`config.mk`:
```
export PLATFORM = sky130hd
export DESIGN_NAME = ir_pulse_command_decoder_top
export DESIGN_NICKNAME = d
export VERILOG_FILES = /design/src/sv/irpcd_pkg.sv /design/src/sv/ir_pulse_command_decoder_top.sv /design/src/sv/irpcd_regs.sv /design/src/sv/irpcd_core.sv
export SDC_FILE = /design/constraint.sdc
export NUM_CORES = 1
export LEC_CHECK = 0
export ABC_AREA = 1
export BUFFER_PORTS_ARGS = -buffer_cell sky130_fd_sc_hd__clkbuf_2
export CAP_MARGIN = 20
export CORE_MARGIN = 2
export CORE_UTILIZATION = 51
export CTS_CLUSTER_DIAMETER = 150
export CTS_CLUSTER_SIZE = 20
export DETAILED_ROUTE_END_ITERATION = 7
export GPL_ROUTABILITY_DRIVEN = 0
export PLACE_DENSITY = 0.77
export SYNTH_ARGS = -nofsm -noshare
export SYNTH_HDL_FRONTEND = slang
export SYNTH_HIERARCHICAL = 1
export SYNTH_SLANG_ARGS = --single-unit
```
`constraint.sdc`:
```
create_clock -name i_clk -period 7 [get_ports i_clk]
set_clock_uncertainty 0.05 [all_clocks]
set_input_delay 0.35 -clock i_clk [delete_from_list [all_inputs] [get_ports i_clk]]
set_output_delay 0.35 -clock i_clk [all_outputs]
set_load 0.02 [all_outputs]
```
`src/sv/irpcd_pkg.sv`:
```
// Shared types, constants and register map of the IR pulse command decoder.
package irpcd_pkg;

    // Frame layout: start slot, address slots (skipped), eight command slots
    localparam int ADDRESS_BITS   = 16;
    localparam int CMD_BITS       = 8;
    localparam int FRAME_SLOTS_I  = 1 + ADDRESS_BITS + CMD_BITS;
    localparam int CNT_W          = $clog2(FRAME_SLOTS_I + 1);
    localparam int POS_W          = $clog2(CMD_BITS);

    localparam logic [CNT_W-1:0] CMD_FIRST_SLOT = CNT_W'(1 + ADDRESS_BITS);
    localparam logic [CNT_W-1:0] FRAME_SLOTS    = CNT_W'(FRAME_SLOTS_I);

    localparam int TICK_W   = 8;
    localparam int OUT_W    = 3;
    localparam int NUM_REGS = 7;
    localparam int PDATA_W  = 32;
    localparam int IDX_W    = $clog2(NUM_REGS + 1);
    localparam int PADDR_W  = IDX_W + 2;

    localparam logic [TICK_W-1:0] RST_START_MIN = 8'd67;
    localparam logic [TICK_W-1:0] RST_START_MAX = 8'd71;
    localparam logic [TICK_W-1:0] RST_ONE_MIN   = 8'd24;
    localparam logic [TICK_W-1:0] RST_ONE_MAX   = 8'd26;
    localparam logic [TICK_W-1:0] RST_CODE0     = 8'h44;
    localparam logic [TICK_W-1:0] RST_CODE1     = 8'h45;
    localparam logic [TICK_W-1:0] RST_CODE2     = 8'h42;

    typedef enum logic [IDX_W-1:0] {
        REG_START_MIN = 3'd0,
        REG_START_MAX = 3'd1,
        REG_ONE_MIN   = 3'd2,
        REG_ONE_MAX   = 3'd3,
        REG_CODE0     = 3'd4,
        REG_CODE1     = 3'd5,
        REG_CODE2     = 3'd6
    } t_reg_idx;

    typedef struct packed {
        logic [TICK_W-1:0] start_min;
        logic [TICK_W-1:0] start_max;
        logic [TICK_W-1:0] one_min;
        logic [TICK_W-1:0] one_max;
        logic [TICK_W-1:0] code0;
        logic [TICK_W-1:0] code1;
        logic [TICK_W-1:0] code2;
    } t_cfg;

    typedef struct packed {
        logic [OUT_W-1:0]    out_bits;
        logic                frame_done;
        logic [CMD_BITS-1:0] command_code;
        logic                toggled;
    } t_result;

endpackage

```
`src/sv/ir_pulse_command_decoder_top.sv`:
```
// Top level of the IR pulse command decoder: config port, decode core, result buffer.
//
//  channel   direction  handshake            payload
//  -------   ---------  -------------------  ------------------------------------------
//  pulse     in         i_valid / o_stall    i_pulse_ticks
//  result    out        o_valid / i_stall    o_out_bits o_frame_done o_command_code
//                                            o_toggled
//  config    in         APB psel/penable     paddr pwdata -> prdata, pready always high
//
// One item per cycle while o_stall is low: the frame state updates at the
// accepting edge; on that same edge the result lands in the output register or skid.
// A two-entry result buffer (output register plus skid) lets an item be taken
// while the previous result is stalled; o_stall rises only when both are full.
// Reset is synchronous, active low; it returns the config, frame state and
// buffer valid flags to their defaults (buffer data is not reset).
module ir_pulse_command_decoder_top import irpcd_pkg::*; (
    input  logic                i_clk,
    input  logic                i_rst_n,
    // pulse channel
    input  logic                i_valid,
    output logic                o_stall,
    input  logic [TICK_W-1:0]   i_pulse_ticks,
    // result channel
    output logic                o_valid,
    input  logic                i_stall,
    output logic [OUT_W-1:0]    o_out_bits,
    output logic                o_frame_done,
    output logic [CMD_BITS-1:0] o_command_code,
    output logic                o_toggled,
    // configuration
    input  logic                psel,
    input  logic                penable,
    input  logic                pwrite,
    input  logic [PADDR_W-1:0]  paddr,
    input  logic [PDATA_W-1:0]  pwdata,
    output logic [PDATA_W-1:0]  prdata,
    output logic                pready
);

    t_cfg    cfg;
    t_result res_new;
    logic    in_acc;
    logic    out_free;

    logic    r_out_valid;
    t_result r_out;
    logic    r_skd_valid;
    t_result r_skd;

    irpcd_regs u_regs (
        .i_clk   (i_clk),
        .i_rst_n (i_rst_n),
        .psel    (psel),
        .penable (penable),
        .pwrite  (pwrite),
        .paddr   (paddr),
        .pwdata  (pwdata),
        .prdata  (prdata),
        .pready  (pready),
        .o_cfg   (cfg)
    );

    irpcd_core u_core (
        .i_clk         (i_clk),
        .i_rst_n       (i_rst_n),
        .i_en          (in_acc),
        .i_pulse_ticks (i_pulse_ticks),
        .i_cfg         (cfg),
        .o_result      (res_new)
    );

    assign o_stall  = r_skd_valid;
    assign in_acc   = i_valid && !r_skd_valid;
    assign out_free = !r_out_valid || !i_stall;

    always_ff @(posedge i_clk) begin
        if (!i_rst_n) begin
            r_out_valid <= 1'b0;
            r_skd_valid <= 1'b0;
        end else if (out_free) begin
            // skid holds the older item, so it drains first
            r_out_valid <= r_skd_valid || in_acc;
            r_skd_valid <= 1'b0;
        end else if (in_acc) begin
            r_skd_valid <= 1'b1;
        end
    end

    always_ff @(posedge i_clk) begin
        if (out_free) begin
            r_out <= r_skd_valid ? r_skd : res_new;
        end else if (in_acc) begin
            r_skd <= res_new;
        end
    end

    assign o_valid        = r_out_valid;
    assign o_out_bits     = r_out.out_bits;
    assign o_frame_done   = r_out.frame_done;
    assign o_command_code = r_out.command_code;
    assign o_toggled      = r_out.toggled;

endmodule

```
`src/sv/irpcd_regs.sv`:
```
// APB configuration registers: pulse windows and the three command codes.
module irpcd_regs import irpcd_pkg::*; (
    input  logic               i_clk,
    input  logic               i_rst_n,
    input  logic               psel,
    input  logic               penable,
    input  logic               pwrite,
    input  logic [PADDR_W-1:0] paddr,
    input  logic [PDATA_W-1:0] pwdata,
    output logic [PDATA_W-1:0] prdata,
    output logic               pready,
    output t_cfg               o_cfg
);

    t_cfg             r_cfg;
    logic             wr_en;
    logic [IDX_W-1:0] idx;
    logic [TICK_W-1:0] rd_byte;

    assign pready = 1'b1;
    assign wr_en  = psel && penable && pwrite;
    assign idx    = paddr[PADDR_W-1:2];

    always_ff @(posedge i_clk) begin
        if (!i_rst_n) begin
            r_cfg.start_min <= RST_START_MIN;
            r_cfg.start_max <= RST_START_MAX;
            r_cfg.one_min   <= RST_ONE_MIN;
            r_cfg.one_max   <= RST_ONE_MAX;
            r_cfg.code0     <= RST_CODE0;
            r_cfg.code1     <= RST_CODE1;
            r_cfg.code2     <= RST_CODE2;
        end else if (wr_en) begin
            unique case (idx)
                REG_START_MIN: r_cfg.start_min <= pwdata[TICK_W-1:0];
                REG_START_MAX: r_cfg.start_max <= pwdata[TICK_W-1:0];
                REG_ONE_MIN:   r_cfg.one_min   <= pwdata[TICK_W-1:0];
                REG_ONE_MAX:   r_cfg.one_max   <= pwdata[TICK_W-1:0];
                REG_CODE0:     r_cfg.code0     <= pwdata[TICK_W-1:0];
                REG_CODE1:     r_cfg.code1     <= pwdata[TICK_W-1:0];
                REG_CODE2:     r_cfg.code2     <= pwdata[TICK_W-1:0];
                default: ;
            endcase
        end
    end

    always_comb begin
        unique case (idx)
            REG_START_MIN: rd_byte = r_cfg.start_min;
            REG_START_MAX: rd_byte = r_cfg.start_max;
            REG_ONE_MIN:   rd_byte = r_cfg.one_min;
            REG_ONE_MAX:   rd_byte = r_cfg.one_max;
            REG_CODE0:     rd_byte = r_cfg.code0;
            REG_CODE1:     rd_byte = r_cfg.code1;
            REG_CODE2:     rd_byte = r_cfg.code2;
            default:       rd_byte = '0;
        endcase
    end

    assign prdata = {{(PDATA_W-TICK_W){1'b0}}, rd_byte};
    assign o_cfg  = r_cfg;

endmodule

```
`src/sv/irpcd_core.sv`:
```
// Frame state and per-pulse decode: start detect, command bit capture, code match.
module irpcd_core import irpcd_pkg::*; (
    input  logic              i_clk,
    input  logic              i_rst_n,
    input  logic              i_en,
    input  logic [TICK_W-1:0] i_pulse_ticks,
    input  t_cfg              i_cfg,
    output t_result           o_result
);

    logic                r_in_frame;
    logic [CNT_W-1:0]    r_bit_count;
    logic [CMD_BITS-1:0] r_command;
    logic [OUT_W-1:0]    r_outputs;

    logic                n_in_frame;
    logic [CNT_W-1:0]    n_bit_count;
    logic [CMD_BITS-1:0] n_command;
    logic [OUT_W-1:0]    n_outputs;

    logic                start_hit;
    logic                one_hit;
    logic [CNT_W-1:0]    slot;
    logic [CNT_W-1:0]    slot_next;
    logic [POS_W-1:0]    pos;
    logic                done;
    logic                hit;

    assign start_hit = (i_pulse_ticks >= i_cfg.start_min) && (i_pulse_ticks <= i_cfg.start_max);
    assign one_hit   = (i_pulse_ticks >= i_cfg.one_min) && (i_pulse_ticks <= i_cfg.one_max);
    assign slot      = start_hit ? '0 : r_bit_count;
    assign slot_next = slot + CNT_W'(1);
    assign pos       = POS_W'(slot - CMD_FIRST_SLOT);

    always_comb begin
        n_in_frame  = r_in_frame | start_hit;
        n_bit_count = slot;
        n_command   = start_hit ? '0 : r_command;
        n_outputs   = r_outputs;
        done        = 1'b0;
        hit         = 1'b0;
        if (n_in_frame) begin
            if (slot >= CMD_FIRST_SLOT && slot < FRAME_SLOTS && one_hit) begin
                n_command[pos] = 1'b1;
            end
            n_bit_count = slot_next;
            if (slot_next >= FRAME_SLOTS) begin
                done = 1'b1;
                // lowest-numbered matching code wins
                if (n_command == i_cfg.code0) begin
                    n_outputs[0] = ~r_outputs[0];
                    hit          = 1'b1;
                end else if (n_command == i_cfg.code1) begin
                    n_outputs[1] = ~r_outputs[1];
                    hit          = 1'b1;
                end else if (n_command == i_cfg.code2) begin
                    n_outputs[2] = ~r_outputs[2];
                    hit          = 1'b1;
                end
                n_in_frame  = 1'b0;
                n_bit_count = '0;
            end
        end
    end

    always_ff @(posedge i_clk) begin
        if (!i_rst_n) begin
            r_in_frame  <= 1'b0;
            r_bit_count <= '0;
            r_command   <= '0;
            r_outputs   <= '0;
        end else if (i_en) begin
            r_in_frame  <= n_in_frame;
            r_bit_count <= n_bit_count;
            r_command   <= n_command;
            r_outputs   <= n_outputs;
        end
    end

    assign o_result = {n_outputs, done, n_command, hit};

endmodule

```
## After elaboration in Yosys (flattened, before gate mapping)

Cells that the tools add are included.

| operators by class | value |
|---|---|
| add/subtract/negate cells | 2 |
| order comparisons | 9 |
| eq/ne operators | 9 |
| muxes and demuxes | 27 |
| bitwise operators | 7 |
| reductions and logical operators | 23 |

Operator list:

| operator | number |
|---|---|
| 8-bit case mux with 7 select lines | 1 |
| 8-bit two-way mux | 4 |
| 8-bit == test | 3 |
| 8-bit greater-or-equal comparator | 2 |
| 8-bit <= comparator | 2 |
| 2-bit AND reduction | 8 |
| 5-bit two-way mux | 3 |
| 1-bit two-way mux | 14 |
| 13-bit two-way mux | 1 |
| 5-bit greater-or-equal comparator, second input constant | 2 |
| 3-bit == test, second input constant | 3 |
| 1-bit logical AND | 8 |
| 8-bit OR | 1 |
| 3-bit by 2-bit == test with 1-bit output, second input constant | 2 |
| 3-bit two-way mux | 2 |
| 5-bit by 1-bit adder with 5-bit output, second input constant | 1 |
| 5-bit less-than comparator, second input constant | 1 |
| 1-bit NOT | 5 |
| 3-bit by 4-bit less-than comparator with 1-bit output, second input constant | 1 |
| 1-bit demux with 3-bit select | 1 |
| 3-bit by 1-bit == test with 1-bit output, second input constant | 1 |
| 3-bit by 1-bit greater-or-equal comparator with 1-bit output, second input constant | 1 |
| 1-bit logical NOT | 3 |
| 3-bit logical NOT | 1 |
| 5 further kinds | 6 |

| storage, ports and cells | value |
|---|---|
| flip-flop bits (word level) | 101 |
| input port bits | 52 |
| output and inout bits | 48 |
| word-level logic and storage cells | 98 |

## Longest topological paths before layout

| logic depth | value |
|---|---|
| depth in word-level cells | 18 |
| gate-level depth with buffers | 33 |
| mapped depth without buffers | 33 |

## By module

The synthesis kept the hierarchy.

By module, submodules not included:

| module | times used | cells each | area each (sq um) | sequential area each (sq um) |
|---|---|---|---|---|
| irpcd_regs | 1 | 466 | 3031.7 | 1121.1 |
| irpcd_core | 1 | 416 | 2555.0 | 340.3 |
| ir_pulse_command_decoder_top | 1 | 79 | 1072.3 | 820.8 |

## Worst setup path before layout

No wires, ideal clock.

| path | value |
|---|---|
| kind | register -> register |
| start | register u_regs.r_cfg, in the netlist u_regs/o_cfg[55] |
| end | register r_out, in the netlist o_toggled (data pin) |
| library setup time | 260 ps |
| arrival | 2933 ps |
| required time | 6690 ps |
| setup slack | 3757 ps |
| stages on the path, launching flop included | 28 |
| buffers on the path | 1 |
| clock period less this slack | 3243 ps |
| cell sequence | dfxtp_1 > inv_1 > ha_1 > a21o_1 > nor2_1 > nand3_2 > nand2_4 > inv_4 > nor2_8 > inv_2 > ha_1 > inv_1 > nand3_1 > nor2_1 > nand3_2 > nand2_2 > nand2_1 > nand2_1 > inv_1 > nand2_1 > nor2_1 > nand2_1 > clkinv_1 > nand2_1 > nand3b_1 > buf_4 > inv_1 > o21ai_0 |

| between the ends | value |
|---|---|
| cells in the longest elaborated chain, start to end | 18 |
| elaborated cells on any way between the ends | 29 |
| classes of those cells | add/sub: 2; order compare: 6; eq/ne: 3; mux: 12; bitwise: 2; reduce/logical: 4 |

RTL lines:

| item | line | RTL |
|---|---|---|
| from (decl) | irpcd_regs.sv:15 | `t_cfg r_cfg;` |
| 8-bit greater-or-equal comparator * | irpcd_core.sv:29 | `assign start_hit = (i_pulse_ticks >= i_cfg.start_min) && (i_pulse_ticks <= i_cfg.start_max);` |
| 1-bit logical AND * | irpcd_core.sv:29 |  |
| 5-bit two-way mux | irpcd_core.sv:31 | `assign slot = start_hit ? '0 : r_bit_count;` |
| 3-bit by 1-bit subtractor with 3-bit output | irpcd_core.sv:33 | `assign pos = POS_W'(slot - CMD_FIRST_SLOT);` |
| 3-bit by 4-bit less-than comparator with 1-bit output (not written as such) / 3-bit by 1-bit greater-or-equal comparator with 1-bit output (equally long branches) | irpcd_core.sv:44 | `n_command[pos] = 1'b1;` |
| 1-bit logical AND (not written as such) | irpcd_core.sv:44 |  |
| 1-bit two-way mux (not written as such) | irpcd_core.sv:44 |  |
| 1-bit demux with 3-bit select | -- |  |
| (+3 left out) | -- |  |
| 8-bit == test | irpcd_core.sv:56 | `end else if (n_command == i_cfg.code2) begin` |
| 1-bit two-way mux | irpcd_core.sv:56 |  |
| 1-bit two-way mux | irpcd_core.sv:53 | `end else if (n_command == i_cfg.code1) begin` |
| 1-bit two-way mux | irpcd_core.sv:50 | `if (n_command == i_cfg.code0) begin` |
| 1-bit two-way mux | irpcd_core.sv:47 | `if (slot_next >= FRAME_SLOTS) begin` |
| 1-bit two-way mux * | irpcd_core.sv:42 | `if (n_in_frame) begin` |
| named net u_core.hit | irpcd_core.sv:27 | `logic hit;` |
| 13-bit two-way mux * | ir_pulse_command_decoder_top.sv:91 | `r_out <= r_skd_valid ? r_skd : res_new;` |
| to (signal assigned) | ir_pulse_command_decoder_top.sv:91 |  |
| to (decl) | ir_pulse_command_decoder_top.sv:46 | `t_result r_out;` |

Mark *: on every way through the listed nets, which the timed path passes. The rest lies on a longest branch. The select of a mux whose other input is x is not followed.
A chain may end at the register's enable or synchronous reset.

==> metrics <==
Post-Layout Cell Count 1164; most common cell type on the critical path nand2_2; Worst slew margin 35.7%; Post-synth top cells 259 x nand2_1, 139 x nor2_1, 98 x inv_1; CTS Sinks 101; Syn Area/Cell 6.93 um^2; Crit path max-delay family simple AND/OR/NAND/NOR gates; vias in the first global route 5435; Hold-fix buffers, CTS 0; EDFF count, synth 26; crit path DAT 3.94 ns; maxcap violations 0; Post-Synth XOR/XNOR Area 0.770%; ys async rst share 0%; Slowest-stage cell, CP dfxtp_1; CTS Buffer Depth 2; sequential area share after synthesis 34.3%; share of cells above drive strength 1 13.4%; critical path data required time 7.02 ns; final setup fails 0; Reg2Reg Depth 26; RSZ-0062 raised after global routing no; clock-pin slew on the worst setup and hold paths 0.07 ns; first-pass GRT wire length 26400 um; post_cts resized 0; CP max FO 16; Clk pwr share 35.0%; sequential power share 48.3%; largest area contributor in the synthesized netlist dfxtp_1; CTS tree yes; Final TNS setup 0 ns; Die Span X 118 um; Die Ht 118 um; fillers 1243; crit path capture type flip-flop; most common flop cell mapped by yosys dfxtp_1; Cells after DPL 1148; Adder-Cell Fraction of Synth Area 6.76%; largest cells by area after synthesis dfxtp_1 23%, nand2_1 15%, edfxtp_1 12%; CTS buffer count 9; row cnt 41; antenna viol nets, final 0; Post-CTS Setup Bufs 0; multiplexer share of the synthesized area 0%; H-tree levels 3; # diodes 0; internal power 0.922 mW; IO Port Bufs 48; leakage dissipation 3.35 nW; HP Class input port to flip-flop; #FFs+latches synth 101; worst hold path stage count 3; most frequent cell after synthesis nand2_1; CP max stage delay 0.36 ns; Sw Ratio 29.4%; Netlist Area Pre-Place 6660 um^2; Final Hold Fails 0; antenna violations before repair 0; largest net degree at the start of global routing 69; PD cells 184 nW/um^2; initial drt markers 491; final WL 15900 um; CP Launch Type flip-flop; Yosys warnings 6; Setup CP Type flip-flop to flip-flop; max-slew violations 0; Synth Area in Compound Gates 5.32%; Worst VDD drop 0.121 mV; GRT Total Usage 23.4%; drt first pass iters 5; Worst-Margin Slew 0.959 ns; HPWL Detailed 11900 um; largest family of logic cells by synthesized area simple AND/OR/NAND/NOR gates; status finished clean; Hold Path Sink o_valid$_SDFFE_PN0P_; clk root buf clkbuf_16; starting density of the core 52.6%; post-layout min period 3.92 ns; Mapped Cells 961; mean routed wirelength per cell 13.7 um; reg2reg end o_out_bits[0]$_DFFE_PP_; combinational power share 16.7%; worst r2r src u_regs/o_cfg[55]$_SDFFE_PN0P_; DRC errors left 0; top-area cell type share of the netlist area 22.5%; Hold Path Origin i_valid; Distinct cells, synth 38; Boundary Pins 100; Simple-Gate Fraction of Synth Area 40.8%; die area 14000 um^2; Vias 5963; Core Box Area 12700 um^2; Buf+Inv Stages, Crit Path 6; Nets 1075; GRT overflow 0; FMAX 0.255 GHz; Layout area overhead 6.46%; Net Sw Power 0.385 mW; FF-to-FF setup slack 3.08 ns; final worst path period share 56.0%; Vias/cell 5.12; clk_lat worst skew 0.36 ns
==> worst register-to-register path: stages, from the launching register on <==
cell     delay (ns)
dfxtp_1        0.36
inv_1          0.07
ha_1           0.29
a21o_1         0.19
nor2_1         0.21
nand3_2        0.13
nand2_4        0.22
inv_4          0.09
nor2_8         0.15
inv_2          0.10
ha_1           0.37
inv_1          0.09
nand3_1        0.09
nor2_1         0.14
nand3_2        0.16
nand2_2        0.12
nand2_1        0.06
nand2_1        0.07
nand2_1        0.06
nor2_2         0.13
nand2_2        0.10
inv_2          0.08
nand2_2        0.06
nand2_2        0.07
nand2_2        0.06
inv_1          0.05
o21ai_0        0.06
==> through the flow <==
stage	utilization (%)	worst slack, ns	instance area [um^2]	hold slack (ns)	power [mW]
2_1_floorplan	-	3.76	6750	0.395	0.816
3_3_place_gp	53.8	3.07	6820	0.412	0.854
3_5_place_dp	53.8	3.03	6820	0.418	0.859
4_1_cts	55.9	3.10	7090	0.181	1.31
5_1_grt	55.9	2.61	7090	0.212	1.37
6_report	55.9	3.08	7090	0.192	1.31
==> area by class of cell <==
cell class | count | area [um^2] | share of cell area [%]
multi-input cells | 718 | 3660 | 51.7
flip-flops and latches | 101 | 2280 | 32.2
inverters | 107 | 404 | 5.70
repair buffers | 50 | 255 | 3.60
clock buffers | 10 | 229 | 3.23
well taps | 172 | 215 | 3.04
clock inverters | 6 | 38.8 | 0.547
==> cells by family (layout without fill, tap and decap cells) <==
kind of cell	count (synthesis)	in the layout
AND/OR/NAND/NOR	586	586
other	2	25
buffers and inverters	165	173
adder cells (fa/ha/maj)	36	36
flip-flops	101	101
AO/OA/AOI/OAI	66	66
XOR/XNOR	5	5
==> metal layers <==
layer  global-route usage (%)  wire, um  up-vias  share of wire [%]
li1                         -         -     3085                  -
met1                     31.6      7400     2665                 47
met2                     37.4      7180      189                 45
met3                     4.97       986       24                6.2
met4                     7.68       335        0                2.1
met5                        0         0        -                  0
==> cell usage in the layout, fill, tap and decap left out, drive strengths merged, types with 2 or more instances in the layout <==
cell type and n:
nand2 278, nor2 162, inv 105, nand3 100
dfxtp 75, clkbuf 58, o21ai 41, ha 36
nand4 30, edfxtp 26, conb 25, a21oi 20
nand3b 13, clkinv 7, xnor2 3, buf 2
a21o 2, nor3 2, xor2 2
==> flip-flops by register name, indices dropped and copies added, names as in the netlist <==
name / cells
u_core/r_outputs: 3
u_regs/o_cfg: 56
u_core/r_in_frame: 1
o_frame_done: 1
o_toggled: 1
u_core/r_command: 8
o_stall: 1
u_core/r_bit_count: 5
o_valid: 1
o_command_code: 8
o_out_bits: 3
r_skd: 13
==> power by group through the flow <==
stage / sequential (mW) / combinational [mW] / clock, mW
final: 0.631 / 0.218 / 0.458
after CTS: 0.631 / 0.216 / 0.467
after global routing: 0.633 / 0.244 / 0.489
after global placement: 0.643 / 0.211 / 0
after floorplan: 0.652 / 0.164 / 0
after detailed placement: 0.644 / 0.215 / 0
==> worst max-delay path by stage <==
stage                                             start                       to  slack, ns  cells after the start
after CTS                 u_regs/o_cfg[55]$_SDFFE_PN0P_  o_out_bits[0]$_DFFE_PP_       3.10                     26
after global routing      u_regs/o_cfg[53]$_SDFFE_PN0P_  o_out_bits[1]$_DFFE_PP_       2.61                     27
after floorplan           u_regs/o_cfg[55]$_SDFFE_PN0P_      o_toggled$_DFFE_PP_       3.76                     27
after detailed placement               i_pulse_ticks[7]  o_out_bits[0]$_DFFE_PP_       3.03                     26
final                     u_regs/o_cfg[55]$_SDFFE_PN0P_  o_out_bits[0]$_DFFE_PP_       3.08                     26
after global placement                 i_pulse_ticks[5]  o_out_bits[0]$_DFFE_PP_       3.07                     27
Note: power is estimated with default switching activity, not from simulation.
